`src/rtl/i2cm_pkg.sv`:
```
`timescale 1ns / 1ps
// ----------------------------------------------------------------------------
// i2cm_pkg: shared types and constants of the I2C master byte engine
// Controller state, phase codes, command codes and the result word.
// ----------------------------------------------------------------------------
package i2cm_pkg;

    localparam int DIVIDER_WIDTH = 16;
    localparam int TRIES_W       = 3;
    localparam int BYTE_W        = 8;
    localparam int BITS_W        = 4;

    localparam logic [BITS_W-1:0] ACK_BIT = 4'd8;

    typedef enum logic [2:0] {
        OP_NONE  = 3'd0,
        OP_START = 3'd1,
        OP_WRITE = 3'd2,
        OP_RETRY = 3'd3,
        OP_READ  = 3'd4,
        OP_STOP  = 3'd5
    } t_op;

    typedef enum logic [4:0] {
        ST_IDLE  = 5'b00001,
        ST_START = 5'b00010,
        ST_WRITE = 5'b00100,
        ST_READ  = 5'b01000,
        ST_STOP  = 5'b10000
    } t_ctrl;

    typedef enum logic [0:0] {
        CFG_QUARTER = 1'b0,
        CFG_TRIES   = 1'b1
    } t_cfg_idx;

    localparam logic [1:0] PH_LOW    = 2'd0;
    localparam logic [1:0] PH_RISE   = 2'd1;
    localparam logic [1:0] PH_HIGH   = 2'd2;
    localparam logic [1:0] PH_FALL   = 2'd3;

    typedef struct packed {
        t_ctrl                     ctrl;
        logic [1:0]                phase;
        logic [DIVIDER_WIDTH-1:0]  tick;
        logic [BITS_W-1:0]         bits;
        logic [BYTE_W-1:0]         shift;
        logic [TRIES_W-1:0]        tries;
        logic                      scl;
        logic                      sda;
        logic                      ack;
        logic [BYTE_W-1:0]         rx;
    } t_state;

    typedef struct packed {
        logic              scl_release;
        logic              sda_release;
        logic              busy_res;
        logic              done_res;
        logic              acked;
        logic [BYTE_W-1:0] read_data;
    } t_result;

endpackage

```
`src/rtl/i2cm_in_if.sv`:
```
`timescale 1ns / 1ps
// ----------------------------------------------------------------------------
// i2cm_in_if: tick channel into the I2C master
// Carries one tick word: command, data byte and sampled bus pins.
// ----------------------------------------------------------------------------
interface i2cm_in_if;
    logic       valid;
    logic       ready;
    logic [2:0] opcode;
    logic [7:0] write_data;
    logic       master_ack;
    logic       scl_in;
    logic       sda_in;

    modport source (output valid, output opcode, output write_data, output master_ack,
                    output scl_in, output sda_in, input ready);
    modport sink   (input valid, input opcode, input write_data, input master_ack,
                    input scl_in, input sda_in, output ready);
endinterface

```
`src/rtl/i2cm_out_if.sv`:
```
`timescale 1ns / 1ps
// ----------------------------------------------------------------------------
// i2cm_out_if: result channel out of the I2C master
// Carries one result word per tick: pin releases and status.
// ----------------------------------------------------------------------------
interface i2cm_out_if;
    logic       valid;
    logic       ready;
    logic       scl_release;
    logic       sda_release;
    logic       busy_res;
    logic       done_res;
    logic       acked;
    logic [7:0] read_data;

    modport source (output valid, output scl_release, output sda_release, output busy_res,
                    output done_res, output acked, output read_data, input ready);
    modport sink   (input valid, input scl_release, input sda_release, input busy_res,
                    input done_res, input acked, input read_data, output ready);
endinterface

```
`src/rtl/i2cm_step.sv`:
```
`timescale 1ns / 1ps
// ----------------------------------------------------------------------------
// i2cm_step: next-state logic of the I2C master
// Computes the controller state and result word that follow one tick.
// ----------------------------------------------------------------------------
module i2cm_step (
    input  i2cm_pkg::t_state                        i_st,
    input  logic [2:0]                              i_opcode,
    input  logic [7:0]                              i_write_data,
    input  logic                                    i_master_ack,
    input  logic                                    i_scl_in,
    input  logic                                    i_sda_in,
    input  logic [i2cm_pkg::DIVIDER_WIDTH-1:0]      i_quarter,
    input  logic [i2cm_pkg::TRIES_W-1:0]            i_max_tries,
    output i2cm_pkg::t_state                        o_st,
    output i2cm_pkg::t_result                       o_res
);

    function automatic i2cm_pkg::t_state enter_phase(input i2cm_pkg::t_state s,
                                                     input logic [1:0] p);
        i2cm_pkg::t_state r;
        r       = s;
        r.phase = p;
        r.tick  = '0;
        unique case (s.ctrl)
            i2cm_pkg::ST_START: begin
                unique case (p)
                    i2cm_pkg::PH_LOW:  r.sda = 1'b1;
                    i2cm_pkg::PH_RISE: r.scl = 1'b1;
                    i2cm_pkg::PH_HIGH: r.sda = 1'b0;
                    default:           r.scl = 1'b0;
                endcase
            end
            i2cm_pkg::ST_STOP: begin
                unique case (p)
                    i2cm_pkg::PH_LOW: begin
                        r.scl = 1'b0;
                        r.sda = 1'b0;
                    end
                    i2cm_pkg::PH_RISE: r.scl = 1'b1;
                    i2cm_pkg::PH_HIGH: r.sda = 1'b1;
                    default:           r.scl = s.scl;
                endcase
            end
            i2cm_pkg::ST_WRITE, i2cm_pkg::ST_READ: begin
                unique case (p)
                    i2cm_pkg::PH_LOW: begin
                        r.scl = 1'b0;
                        if (s.bits >= i2cm_pkg::ACK_BIT) begin
                            r.sda = (s.ctrl == i2cm_pkg::ST_READ) ? ~s.tries[0] : 1'b1;
                        end else if (s.ctrl == i2cm_pkg::ST_WRITE) begin
                            r.sda = s.shift[7];
                        end else begin
                            r.sda = 1'b1;
                        end
                    end
                    i2cm_pkg::PH_RISE: r.scl = 1'b1;
                    i2cm_pkg::PH_HIGH: r.scl = s.scl;
                    default:           r.scl = 1'b0;
                endcase
            end
            default: r.phase = p;
        endcase
        return r;
    endfunction

    i2cm_pkg::t_state                       n_st;
    logic                                   n_done;
    logic                                   fin;
    logic [i2cm_pkg::DIVIDER_WIDTH:0]       tick_inc;
    logic [i2cm_pkg::DIVIDER_WIDTH:0]       q;

    always_comb begin
        n_st     = i_st;
        n_done   = 1'b0;
        fin      = 1'b0;
        tick_inc = {1'b0, i_st.tick} + 1'b1;
        q        = (i_quarter == '0) ? {{i2cm_pkg::DIVIDER_WIDTH{1'b0}}, 1'b1}
                                     : {1'b0, i_quarter};
        if (i_st.ctrl == i2cm_pkg::ST_IDLE) begin
            if (i_opcode != i2cm_pkg::OP_NONE && i_opcode <= i2cm_pkg::OP_STOP) begin
                n_st.bits = '0;
                unique case (i2cm_pkg::t_op'(i_opcode))
                    i2cm_pkg::OP_START: n_st.ctrl = i2cm_pkg::ST_START;
                    i2cm_pkg::OP_WRITE: begin
                        n_st.ctrl  = i2cm_pkg::ST_WRITE;
                        n_st.shift = i_write_data;
                        n_st.tries = 3'd1;
                    end
                    i2cm_pkg::OP_RETRY: begin
                        n_st.ctrl  = i2cm_pkg::ST_WRITE;
                        n_st.shift = i_write_data;
                        n_st.tries = (i_max_tries == '0) ? 3'd1 : i_max_tries;
                    end
                    i2cm_pkg::OP_READ: begin
                        n_st.ctrl  = i2cm_pkg::ST_READ;
                        n_st.shift = '0;
                        n_st.tries = {2'b00, i_master_ack};
                    end
                    default: n_st.ctrl = i2cm_pkg::ST_STOP;
                endcase
                n_st = enter_phase(n_st, i2cm_pkg::PH_LOW);
            end
        end else if (!(i_st.phase == i2cm_pkg::PH_RISE && !i_scl_in)) begin
            if (tick_inc >= q) begin
                if (i_st.ctrl == i2cm_pkg::ST_START || i_st.ctrl == i2cm_pkg::ST_STOP) begin
                    fin = (i_st.phase == i2cm_pkg::PH_FALL);
                end else if (i_st.phase == i2cm_pkg::PH_HIGH) begin
                    if (i_st.bits < i2cm_pkg::ACK_BIT) begin
                        if (i_st.ctrl == i2cm_pkg::ST_READ) begin
                            n_st.shift = {i_st.shift[6:0], i_sda_in};
                        end
                    end else if (i_st.ctrl == i2cm_pkg::ST_WRITE) begin
                        n_st.ack = ~i_sda_in;
                    end
                end else if (i_st.phase == i2cm_pkg::PH_FALL) begin
                    if (i_st.bits < i2cm_pkg::ACK_BIT) begin
                        if (i_st.ctrl == i2cm_pkg::ST_WRITE) begin
                            n_st.shift = {i_st.shift[6:0], i_st.shift[7]};
                        end
                        n_st.bits = i_st.bits + 1'b1;
                    end else if (i_st.ctrl == i2cm_pkg::ST_READ) begin
                        n_st.rx = i_st.shift;
                        fin     = 1'b1;
                    end else if (i_st.ack || i_st.tries <= 3'd1) begin
                        fin = 1'b1;
                    end else begin
                        n_st.tries = i_st.tries - 1'b1;
                        n_st.bits  = '0;
                    end
                end
                if (fin) begin
                    n_st.ctrl  = i2cm_pkg::ST_IDLE;
                    n_st.phase = i2cm_pkg::PH_LOW;
                    n_st.tick  = '0;
                    n_done     = 1'b1;
                end else begin
                    n_st = enter_phase(n_st, i_st.phase + 1'b1);
                end
            end else begin
                n_st.tick = tick_inc[i2cm_pkg::DIVIDER_WIDTH-1:0];
            end
        end
    end

    assign o_st                = n_st;
    assign o_res.scl_release   = n_st.scl;
    assign o_res.sda_release   = n_st.sda;
    assign o_res.busy_res      = (n_st.ctrl != i2cm_pkg::ST_IDLE);
    assign o_res.done_res      = n_done;
    assign o_res.acked         = n_st.ack;
    assign o_res.read_data     = n_st.rx;

endmodule

```
`src/rtl/i2c_master_byte_engine.sv`:
```
`timescale 1ns / 1ps
// ----------------------------------------------------------------------------
// i2c_master_byte_engine: tick-driven I2C master byte engine
// Runs start, write, retried write, read and stop over open-drain pins.
// ----------------------------------------------------------------------------
//  Channel   Direction  Word
//  i_word    in         opcode, write_data, master_ack, scl_in, sda_in
//  o_word    out        scl_release, sda_release, busy_res, done_res, acked,
//                       read_data
//  i_cfg_*   in         quarter_period (index 0), max_tries (index 1)
//
// Every accepted word advances the controller by one tick and yields one
// result word on the next cycle; one word per cycle is sustained.
// The result register is the only stage, so input is taken whenever it is
// empty or being emptied. A stalled output stalls the input.
// Synchronous reset returns the bus to released and the controller to idle.
module i2c_master_byte_engine (
    input  logic                                      i_clk,
    input  logic                                      i_rst_n,
    i2cm_in_if.sink                                   i_word,
    i2cm_out_if.source                                o_word,
    input  logic                                      i_cfg_we,
    input  logic [0:0]                                i_cfg_idx,
    input  logic [i2cm_pkg::DIVIDER_WIDTH-1:0]        i_cfg_data
);

    i2cm_pkg::t_state                       r_st;
    i2cm_pkg::t_state                       n_st;
    i2cm_pkg::t_result                      r_res;
    i2cm_pkg::t_result                      n_res;
    logic                                   r_out_valid;
    logic [i2cm_pkg::DIVIDER_WIDTH-1:0]     r_quarter;
    logic [i2cm_pkg::TRIES_W-1:0]           r_max_tries;
    logic                                   accept;

    assign i_word.ready = !r_out_valid || o_word.ready;
    assign accept       = i_word.valid && i_word.ready;

    i2cm_step u_step (
        .i_st         (r_st),
        .i_opcode     (i_word.opcode),
        .i_write_data (i_word.write_data),
        .i_master_ack (i_word.master_ack),
        .i_scl_in     (i_word.scl_in),
        .i_sda_in     (i_word.sda_in),
        .i_quarter    (r_quarter),
        .i_max_tries  (r_max_tries),
        .o_st         (n_st),
        .o_res        (n_res)
    );

    always_ff @(posedge i_clk) begin
        if (!i_rst_n) begin
            r_quarter   <= 16'd63;
            r_max_tries <= 3'd3;
        end else if (i_cfg_we) begin
            unique case (i2cm_pkg::t_cfg_idx'(i_cfg_idx))
                i2cm_pkg::CFG_QUARTER: r_quarter   <= i_cfg_data;
                default:               r_max_tries <= i_cfg_data[i2cm_pkg::TRIES_W-1:0];
            endcase
        end
    end

    always_ff @(posedge i_clk) begin
        if (!i_rst_n) begin
            r_st.ctrl   <= i2cm_pkg::ST_IDLE;
            r_st.phase  <= i2cm_pkg::PH_LOW;
            r_st.tick   <= '0;
            r_st.bits   <= '0;
            r_st.shift  <= '0;
            r_st.tries  <= '0;
            r_st.scl    <= 1'b1;
            r_st.sda    <= 1'b1;
            r_st.ack    <= 1'b0;
            r_st.rx     <= '0;
            r_out_valid <= 1'b0;
        end else begin
            if (accept) begin
                r_st        <= n_st;
                r_out_valid <= 1'b1;
            end else if (o_word.ready) begin
                r_out_valid <= 1'b0;
            end
        end
    end

    always_ff @(posedge i_clk) begin
        if (accept) begin
            r_res <= n_res;
        end
    end

    assign o_word.valid       = r_out_valid;
    assign o_word.scl_release = r_res.scl_release;
    assign o_word.sda_release = r_res.sda_release;
    assign o_word.busy_res    = r_res.busy_res;
    assign o_word.done_res    = r_res.done_res;
    assign o_word.acked       = r_res.acked;
    assign o_word.read_data   = r_res.read_data;

    a_word_follows: assert property (@(posedge i_clk) disable iff (!i_rst_n)
        accept |=> o_word.valid)
        else $error("accepted word produced no result");

    a_done_is_idle: assert property (@(posedge i_clk) disable iff (!i_rst_n)
        (o_word.valid && o_word.done_res) |-> (!o_word.busy_res && r_st.ctrl == i2cm_pkg::ST_IDLE))
        else $error("done reported while controller busy");

    a_idle_clean: assert property (@(posedge i_clk) disable iff (!i_rst_n)
        (r_st.ctrl == i2cm_pkg::ST_IDLE) |-> (r_st.tick == '0 && r_st.phase == i2cm_pkg::PH_LOW))
        else $error("idle controller holds phase or tick count");

    a_bit_range: assert property (@(posedge i_clk) disable iff (!i_rst_n)
        r_st.bits <= i2cm_pkg::ACK_BIT)
        else $error("bit counter past acknowledge bit");

    a_stall_holds_state: assert property (@(posedge i_clk) disable iff (!i_rst_n)
        !accept |=> $stable(r_st))
        else $error("controller moved without an accepted word");

endmodule

```
`src/flat_wrapper.sv`:
```
// flat-port wrapper written by rule: the top's interface ports become plain ports
module i2c_master_byte_engine_flat 
  (i_clk, i_rst_n, i_cfg_we, i_cfg_idx, i_cfg_data, i_word_valid, i_word_opcode, i_word_write_data, i_word_master_ack, i_word_scl_in, i_word_sda_in, i_word_ready, o_word_valid, o_word_scl_release, o_word_sda_release, o_word_busy_res, o_word_done_res, o_word_acked, o_word_read_data, o_word_ready);
  i2cm_in_if i_word_i ();
  i2cm_out_if o_word_i ();
  input  logic i_clk;
  input  logic i_rst_n;
  input  logic i_cfg_we;
  input  logic [0:0] i_cfg_idx;
  input  logic [i2cm_pkg::DIVIDER_WIDTH-1:0] i_cfg_data;
  input wire logic [$bits(i_word_i.valid)-1:0] i_word_valid;
  input wire logic [$bits(i_word_i.opcode)-1:0] i_word_opcode;
  input wire logic [$bits(i_word_i.write_data)-1:0] i_word_write_data;
  input wire logic [$bits(i_word_i.master_ack)-1:0] i_word_master_ack;
  input wire logic [$bits(i_word_i.scl_in)-1:0] i_word_scl_in;
  input wire logic [$bits(i_word_i.sda_in)-1:0] i_word_sda_in;
  output wire logic [$bits(i_word_i.ready)-1:0] i_word_ready;
  output wire logic [$bits(o_word_i.valid)-1:0] o_word_valid;
  output wire logic [$bits(o_word_i.scl_release)-1:0] o_word_scl_release;
  output wire logic [$bits(o_word_i.sda_release)-1:0] o_word_sda_release;
  output wire logic [$bits(o_word_i.busy_res)-1:0] o_word_busy_res;
  output wire logic [$bits(o_word_i.done_res)-1:0] o_word_done_res;
  output wire logic [$bits(o_word_i.acked)-1:0] o_word_acked;
  output wire logic [$bits(o_word_i.read_data)-1:0] o_word_read_data;
  input wire logic [$bits(o_word_i.ready)-1:0] o_word_ready;
  assign i_word_i.valid = i_word_valid;
  assign i_word_i.opcode = i_word_opcode;
  assign i_word_i.write_data = i_word_write_data;
  assign i_word_i.master_ack = i_word_master_ack;
  assign i_word_i.scl_in = i_word_scl_in;
  assign i_word_i.sda_in = i_word_sda_in;
  assign i_word_ready = i_word_i.ready;
  assign o_word_valid = o_word_i.valid;
  assign o_word_scl_release = o_word_i.scl_release;
  assign o_word_sda_release = o_word_i.sda_release;
  assign o_word_busy_res = o_word_i.busy_res;
  assign o_word_done_res = o_word_i.done_res;
  assign o_word_acked = o_word_i.acked;
  assign o_word_read_data = o_word_i.read_data;
  assign o_word_i.ready = o_word_ready;
  i2c_master_byte_engine u_core (.i_clk(i_clk), .i_rst_n(i_rst_n), .i_word(i_word_i), .o_word(o_word_i), .i_cfg_we(i_cfg_we), .i_cfg_idx(i_cfg_idx), .i_cfg_data(i_cfg_data));
endmodule
```
`config.mk`:
```
export PLATFORM = sky130hd
export DESIGN_NAME = i2c_master_byte_engine_flat
export DESIGN_NICKNAME = d
export VERILOG_FILES = /design/src/rtl/i2cm_pkg.sv /design/src/rtl/i2cm_in_if.sv /design/src/rtl/i2cm_out_if.sv /design/src/rtl/i2cm_step.sv /design/src/rtl/i2c_master_byte_engine.sv /design/src/flat_wrapper.sv
export SDC_FILE = /design/constraint.sdc
export NUM_CORES = 1
export LEC_CHECK = 0
export BUFFER_PORTS_ARGS = -buffer_cell sky130_fd_sc_hd__buf_2
export CORE_MARGIN = 2
export CORE_UTILIZATION = 45
export CTS_CLUSTER_SIZE = 20
export DETAILED_ROUTE_END_ITERATION = 6
export GPL_TIMING_DRIVEN = 0
export PLACE_DENSITY = 0.71
export SLEW_MARGIN = 20
export SYNTH_ARGS = -nofsm -noshare
export SYNTH_HDL_FRONTEND = slang
export SYNTH_SLANG_ARGS = --single-unit
```
`constraint.sdc`:
```
create_clock -name i_clk -period 3.37 [get_ports i_clk]
set_clock_uncertainty 0.05 [all_clocks]
set_input_delay 0.337 -clock i_clk [delete_from_list [all_inputs] [get_ports i_clk]]
set_output_delay 0.337 -clock i_clk [all_outputs]
set_load 0.005 [all_outputs]
```
==> results of run 1 <==
final timing paths:
check / start / end / depth (start not counted) / slack [ns]
min: i_cfg_data[4] / u_core.r_quarter[4] / 3 / 0.14
max: u_core.r_st[32] / u_core.o_word.read_data[4] / 12 / -0.15
min reg2reg: u_core.r_st[3] / u_core.r_st[3] / 2 / 0.42
max reg2reg: u_core.r_st[32] / u_core.o_word.read_data[4] / 12 / -0.15
cell usage after synthesis, drive strengths merged (13+ instances only):
library cell,number
a21oi,46
nor2,26
edfxtp,13
nand2,77
a32o,14
nand3,27
ha,26
inv,27
and2,17
o21ai,18
clkbuf,18
dfxtp,69
repair_timing:
action | CTS | global route
gates resized for setup | 54 | 45
pin swaps | 31 | 30
setup endpoints to repair | 62 | 62
setup buffers | 23 | 8
per-layer routing:
metal,wire (um),global-route usage [%]
met2,6580,39.62
met5,0,0
met3,1195,4.400
met4,414,11.90
met1,6319,33.93
registers in the layout (all words and copies together), names as in the netlist:
name	cells
u_core.o_word.sda_release	1
u_core.o_word.done_res	1
u_core.o_word.acked	1
u_core.r_quarter	16
u_core.r_st	49
u_core.r_max_tries	3
u_core.o_word.read_data	8
u_core.o_word.busy_res	1
u_core.o_word.scl_release	1
u_core.o_word.valid	1
critical path, stage by stage, from the launching register on:
cell and delay [ns]:
sky130_fd_sc_hd__dfxtp_4 0.36, sky130_fd_sc_hd__and4_4 0.25, sky130_fd_sc_hd__and3_4 0.20, sky130_fd_sc_hd__nand4_1 0.22
sky130_fd_sc_hd__nor2_2 0.21, sky130_fd_sc_hd__xor2_2 0.22, sky130_fd_sc_hd__ha_1 0.28, sky130_fd_sc_hd__nand4_1 0.17
sky130_fd_sc_hd__o41ai_4 0.10, sky130_fd_sc_hd__or3_4 0.43, sky130_fd_sc_hd__o21ai_2 0.17, sky130_fd_sc_hd__or2_4 0.23
sky130_fd_sc_hd__mux2_2 0.36
final cells by class:
class                   count  area, um2
fillers                   919       4526
multi-input cells         433       3277
plain buffers              25      132.6
well taps                 140      175.2
repair buffers             79      508.0
clock inverters             7      60.06
flip-flops and latches     82       1790
clock buffers               9      123.9
inverters                  28      105.1
report_power, final:
| group | total, mW | switching (mW) | internal (mW) |
|---|---|---|---|
| sequential | 1.08 | 0.0387 | 1.04 |
| combinational | 0.368 | 0.232 | 0.136 |
| clock | 0.700 | 0.367 | 0.333 |
| total | 2.14 | 0.638 | 1.51 |
through the flow:
stage / instance area, um2 / hold WS [ns] / TNS [ns]
after floorplan: 4900 / 0.3838 / 0
after global placement: 5315 / 0.3906 / -28.41
after detailed placement: 5315 / 0.4038 / -28.88
after CTS: 5883 / 0.1368 / -4.442
after global routing: 6172 / 0.1378 / -10.45
final: 6172 / 0.1402 / -3.610
kinds of logic (layout without fill, tap and decap cells):
family / count (synthesis) / after routing / synth area share [%]
fa+ha+maj: 26 / 26 / 6.653
simple gates: 223 / 223 / 22.75
flops: 82 / 82 / 36.23
buf+inv: 55 / 148 / 4.708
mux: 20 / 20 / 4.350
compound gates: 149 / 149 / 22.62
xor+xnor: 15 / 15 / 2.687
==> flow_metrics.tcl, run 1 <==
set metrics [dict create \
    run_status "complete, but fails checks" \
    failed_checks "negative setup slack" \
    synth_enable_flop_cells 13 \
    drt-initial-drc-count 598 \
    synth.avg_cell_area_um2 8.578 \
    route.vias.total 4863 \
    grt_setup_unrepaired "yes" \
    asyncSetResetFlopFracSynth_pct 0 \
    hp-class "primary input to flop" \
    synth.lib_cells_used.distinct 66 \
    grt_pass1_vias 4525 \
    seq_area_frac_synth_pct 36.23 \
    fin_crit_ns 3.521 \
    postSynthCellCount 570 \
    combined_area_of_all_synthesized_cells_um2 4890 \
    required_ns 3.44 \
    worst_skew_pair_latency_ns 0.37 \
    finalHoldViolCount 0 \
    antenna_violations_before_repair 0 \
    yosysTopAreaCell "sky130_fd_sc_hd__dfxtp_1" \
    crit_fanout 8 \
    port_buffers 48 \
    post_cts_hold_buffer_count 0 \
    drt_first_pass_iters 5 \
    dominantRegCellSynth "sky130_fd_sc_hd__dfxtp_1" \
    wl_mm 14.51 \
    grt_pass1_wl_mm 22.88 \
    final_layout_size_suffix_gt1_share_pct 28.81 \
    groute.usage.overall_pct 25.30 \
    die_height_um 108.2 \
    tritoncts_clock_tree "done" \
    area_growth_syn_to_fin_pct 26.23 \
    dpl.hpwl_mm 10.14 \
    fp.dieArea_um2 11720 \
    synth-seq-cells 82 \
    mostFrequentLayoutCell "sky130_fd_sc_hd__nand2_1" \
    worst-endpoint-arrival_ns 3.59 \
    final_antenna_net_count 0 \
    setup_viol_count_final 45 \
    relSlewSlack_pct 25.82 \
    vias_cell 6.056 \
    clk_pin_slew_ns 0.08 \
    worst_slew_pin_slew_ns 1.103 \
    power.static_leakage_nw 2.391 \
    grt.overflow.total 0 \
    start_util_pct 45.71 \
    core_area_um2 10700 \
    post-route-util_pct 57.70 \
    antenna_diode_count 0 \
    syn_nets 632 \
    clock.fmax_mhz 284.0 \
    highest_count_cells_in_the_layout_ignoring_fill_and_taps "sky130_fd_sc_hd__nand2_1 (76), sky130_fd_sc_hd__dfxtp_1 (60), sky130_fd_sc_hd__buf_2 (49), sky130_fd_sc_hd__a21oi_1 (35), sky130_fd_sc_hd__inv_1 (27)" \
    clock-root-buffer "sky130_fd_sc_hd__clkbuf_8" \
    clock_buffers_created_by_tritoncts 9 \
    end_kind "flop" \
    timing.final.crit_share_pct 104.5 \
    total_number_of_h_tree_levels 3 \
    placedCellCount 758 \
    worst-setup-path-type "flop to flop" \
    largest_net_degree_at_the_start_of_global_routing 21 \
    power.total_mw 2.143 \
    gp_routability_congestion 0.9800 \
    boundaryPins 51 \
    post_layout_worst_setup_margin_ns -0.1506 \
    clock_sinks 82 \
    max_slew_violations 0 \
    number_of_standard_cells_in_the_final_layout_excluding_fillers 803 \
    drv_cap 0 \
    avgRoutedWirePerCell_um 18.07 \
    post-synth-top-area-fraction_pct 28.25 \
    net_count_final 720 \
    post_synth_main_area_contributors "sky130_fd_sc_hd__dfxtp_1 (28%), sky130_fd_sc_hd__edfxtp_1 (8.0%), sky130_fd_sc_hd__ha_1 (6.7%)" \
    place_worst_setup_slack_ns -0.8692 \
    detail_route.drc_violations 0 \
    powerDensity_nw_per_um2 347.2 \
    die_w_um 108.2 \
    std_cell_rows 38 \
    cts_buffer_depth 2 \
    synthesis.yosys.warnings 0 \
    worst_setup_path_start_kind "flop" \
    power.ir.vdd_worst_mv 0.1687 \
]
(Power assumes the default switching activity.)
==> inputs of run 2 (changes only) <==
Settings changed: CORE_ASPECT_RATIO set to 0.75.
==> run 2 against run 1 <==
Net effect:
- the run still ends with negative setup slack left
- total power rose by 12%
- sequential power barely moved
- clock power rose by 32%
- via count rose by 3.3%
==> flow_metrics.tcl, run 2 (synthesis results as in run 1) <==
set metrics [dict create \
    run_status "complete, but fails checks" \
    clock_buffers_created_by_tritoncts 9 \
    detail_route.drc_violations 0 \
    fp.dieArea_um2 11720 \
    busiest_layer "met2" \
    grt_util_met3_pct 7.403 \
    required_ns 3.42 \
    highest_count_cells_in_the_layout_ignoring_fill_and_taps "sky130_fd_sc_hd__nand2_1 (76), sky130_fd_sc_hd__dfxtp_1 (60), sky130_fd_sc_hd__buf_2 (49), sky130_fd_sc_hd__buf_4 (36), sky130_fd_sc_hd__a21oi_1 (32)" \
    gp_routability_congestion 0.9178 \
    drt_first_pass_iters 5 \
    groute.usage.overall_pct 26.35 \
    power.static_leakage_nw 2.485 \
    total_number_of_h_tree_levels 3 \
    failed_checks "negative setup slack" \
    mostFrequentLayoutCell "sky130_fd_sc_hd__nand2_1" \
    largest_net_degree_at_the_start_of_global_routing 21 \
    final_layout_size_suffix_gt1_share_pct 30.87 \
    powerDensity_nw_per_um2 373.9 \
    route.vias.total 5024 \
    core_area_um2 10450 \
    vias_cell 6.180 \
    grt_pass1_vias 4704 \
    die_height_um 94.28 \
    critPathLaunch "u_core.r_st[30]" \
    use_met2_pct 39.39 \
    setup_viol_count_final 38 \
    area_growth_syn_to_fin_pct 30.81 \
    antenna_diode_count 0 \
    crit_path_cell_trace "and3_4, and3_4, and2_4, and3_1, xor2_2, ha_1, o211ai_1, a21oi_2, or3_4, o21ai_4, or2_4, mux2_2" \
    worst_slew_pin_slew_ns 0.8471 \
    net_count_final 734 \
    place_worst_setup_slack_ns -0.8143 \
    post_cts_hold_buffer_count 0 \
    critical_path_top_delay_cell "sky130_fd_sc_hd__or3_4" \
    crit_fanout 8 \
    fin_crit_ns 3.542 \
    relSlewSlack_pct 43.18 \
    post_layout_worst_setup_margin_ns -0.1717 \
    drt-initial-drc-count 605 \
    dpl.hpwl_mm 10.23 \
    drv_cap 0 \
    grt_setup_unrepaired "yes" \
    tritoncts_clock_tree "done" \
    clk_pin_slew_ns 0.07 \
    final_antenna_net_count 0 \
    worst-endpoint-arrival_ns 3.59 \
    hp-start "i_cfg_data[11]" \
    clock.fmax_mhz 282.4 \
    use_met1_pct 36.08 \
    wl_mm 15.38 \
    end_kind "flop" \
    grt_pass1_wl_mm 24.32 \
    worst-setup-path-type "flop to flop" \
    number_of_standard_cells_in_the_final_layout_excluding_fillers 813 \
    antenna_violations_before_repair 0 \
    boundaryPins 51 \
    crit_top_cell "sky130_fd_sc_hd__and3_4" \
    crit_path_max_incr_delay_ns 0.45 \
    port_buffers 48 \
    std_cell_rows 32 \
    timing.final.crit_share_pct 105.1 \
    largest_register_ff_count 49 \
    worst_skew_pair_latency_ns 0.34 \
    start_util_pct 46.79 \
    grt.overflow.total 0 \
    worst_setup_path_start_kind "flop" \
    cts_buffer_depth 2 \
    hp-class "primary input to flop" \
    finalHoldViolCount 0 \
    die_w_um 124.4 \
    placedCellCount 754 \
    clock_sinks 82 \
    clock-root-buffer "sky130_fd_sc_hd__clkbuf_16" \
    setup_tns_ns -2.929 \
    rr_startpoint "u_core.r_st[30]" \
    avgRoutedWirePerCell_um 18.91 \
    power.ir.vdd_worst_mv 0.2789 \
    max_slew_violations 0 \
    power.total_mw 2.391 \
    max_flop_register "u_core.r_st" \
]
==> run 2: cell count changes in the layout (fill, tap and decap cells not counted), moves of 4 or more <==
cell	delta
sky130_fd_sc_hd__a21oi_4	+4
sky130_fd_sc_hd__buf_4	+11
sky130_fd_sc_hd__buf_6	+4
sky130_fd_sc_hd__clkbuf_16	+9
sky130_fd_sc_hd__clkbuf_8	-9
==> run 2: through the flow <==
stage	util, %	area, um2	hold slack (ns)
after floorplan	-	4900	0.3838
after global placement	50.81	5310	0.3915
after detailed placement	50.81	5310	0.4052
after CTS	59.23	6190	0.1675
after global routing	61.21	6396	0.1873
final	61.21	6396	0.1756
==> run 2: worst max-delay path: cells and delay by family, from the launching register on <==
| kind | cells | cell delay (ns) |
|---|---|---|
| muxes | 1 | 0.36 |
| and+or+nand+nor | 6 | 1.48 |
| xor gates and xnor gates | 1 | 0.21 |
| DFF | 1 | 0.35 |
| AOI/OAI and AO/OA | 3 | 0.56 |
| adders and majority gates | 1 | 0.28 |
==> run 2: final cells by class <==
type                       instances  area, um2
fill                             833       4054
multi-input combinational        433       3312
sequential                        82       1790
timing repair buffer              94      623.1
clock buffer                      11      232.7
tap                              136      170.2
buffer                            24      125.1
inverter                          28      105.1
clock inverter                     5      37.54
==> run 2: path summary, 6_finish.rpt <==
kind	depth (start not counted)	slack, ns	end
worst max-delay path	12	-0.17	u_core.o_word.read_data[5]
worst min-delay path	3	0.18	u_core.r_quarter[11]
worst max register to register	12	-0.17	u_core.o_word.read_data[5]
worst min register to register	2	0.42	u_core.r_st[5]
==> run 2: layer usage <==
metal  wire length (um)  share of wire [%]  vias to the layer above
li1                   -                  -                     2324
met1               6913                 45                     2348
met2               6468                 42                      299
met3               1552                 10                       53
met4                441                2.9                        0
met5                  0                  0                        -
==> run 2: what timing repair did <==
item / CTS / global route
pin swaps: 38 / 29
resized for setup: 76 / 39
gates cloned: 1 / 0
endpoints found under the setup margin: 62 / 62
setup buffers: 43 / 8
==> run 2: power by group <==
part,total (mW),switching [mW],internal [mW]
Sequential,1.08,0.0421,1.04
Clock,0.924,0.420,0.504
Combinational,0.387,0.244,0.143
Total,2.39,0.707,1.68
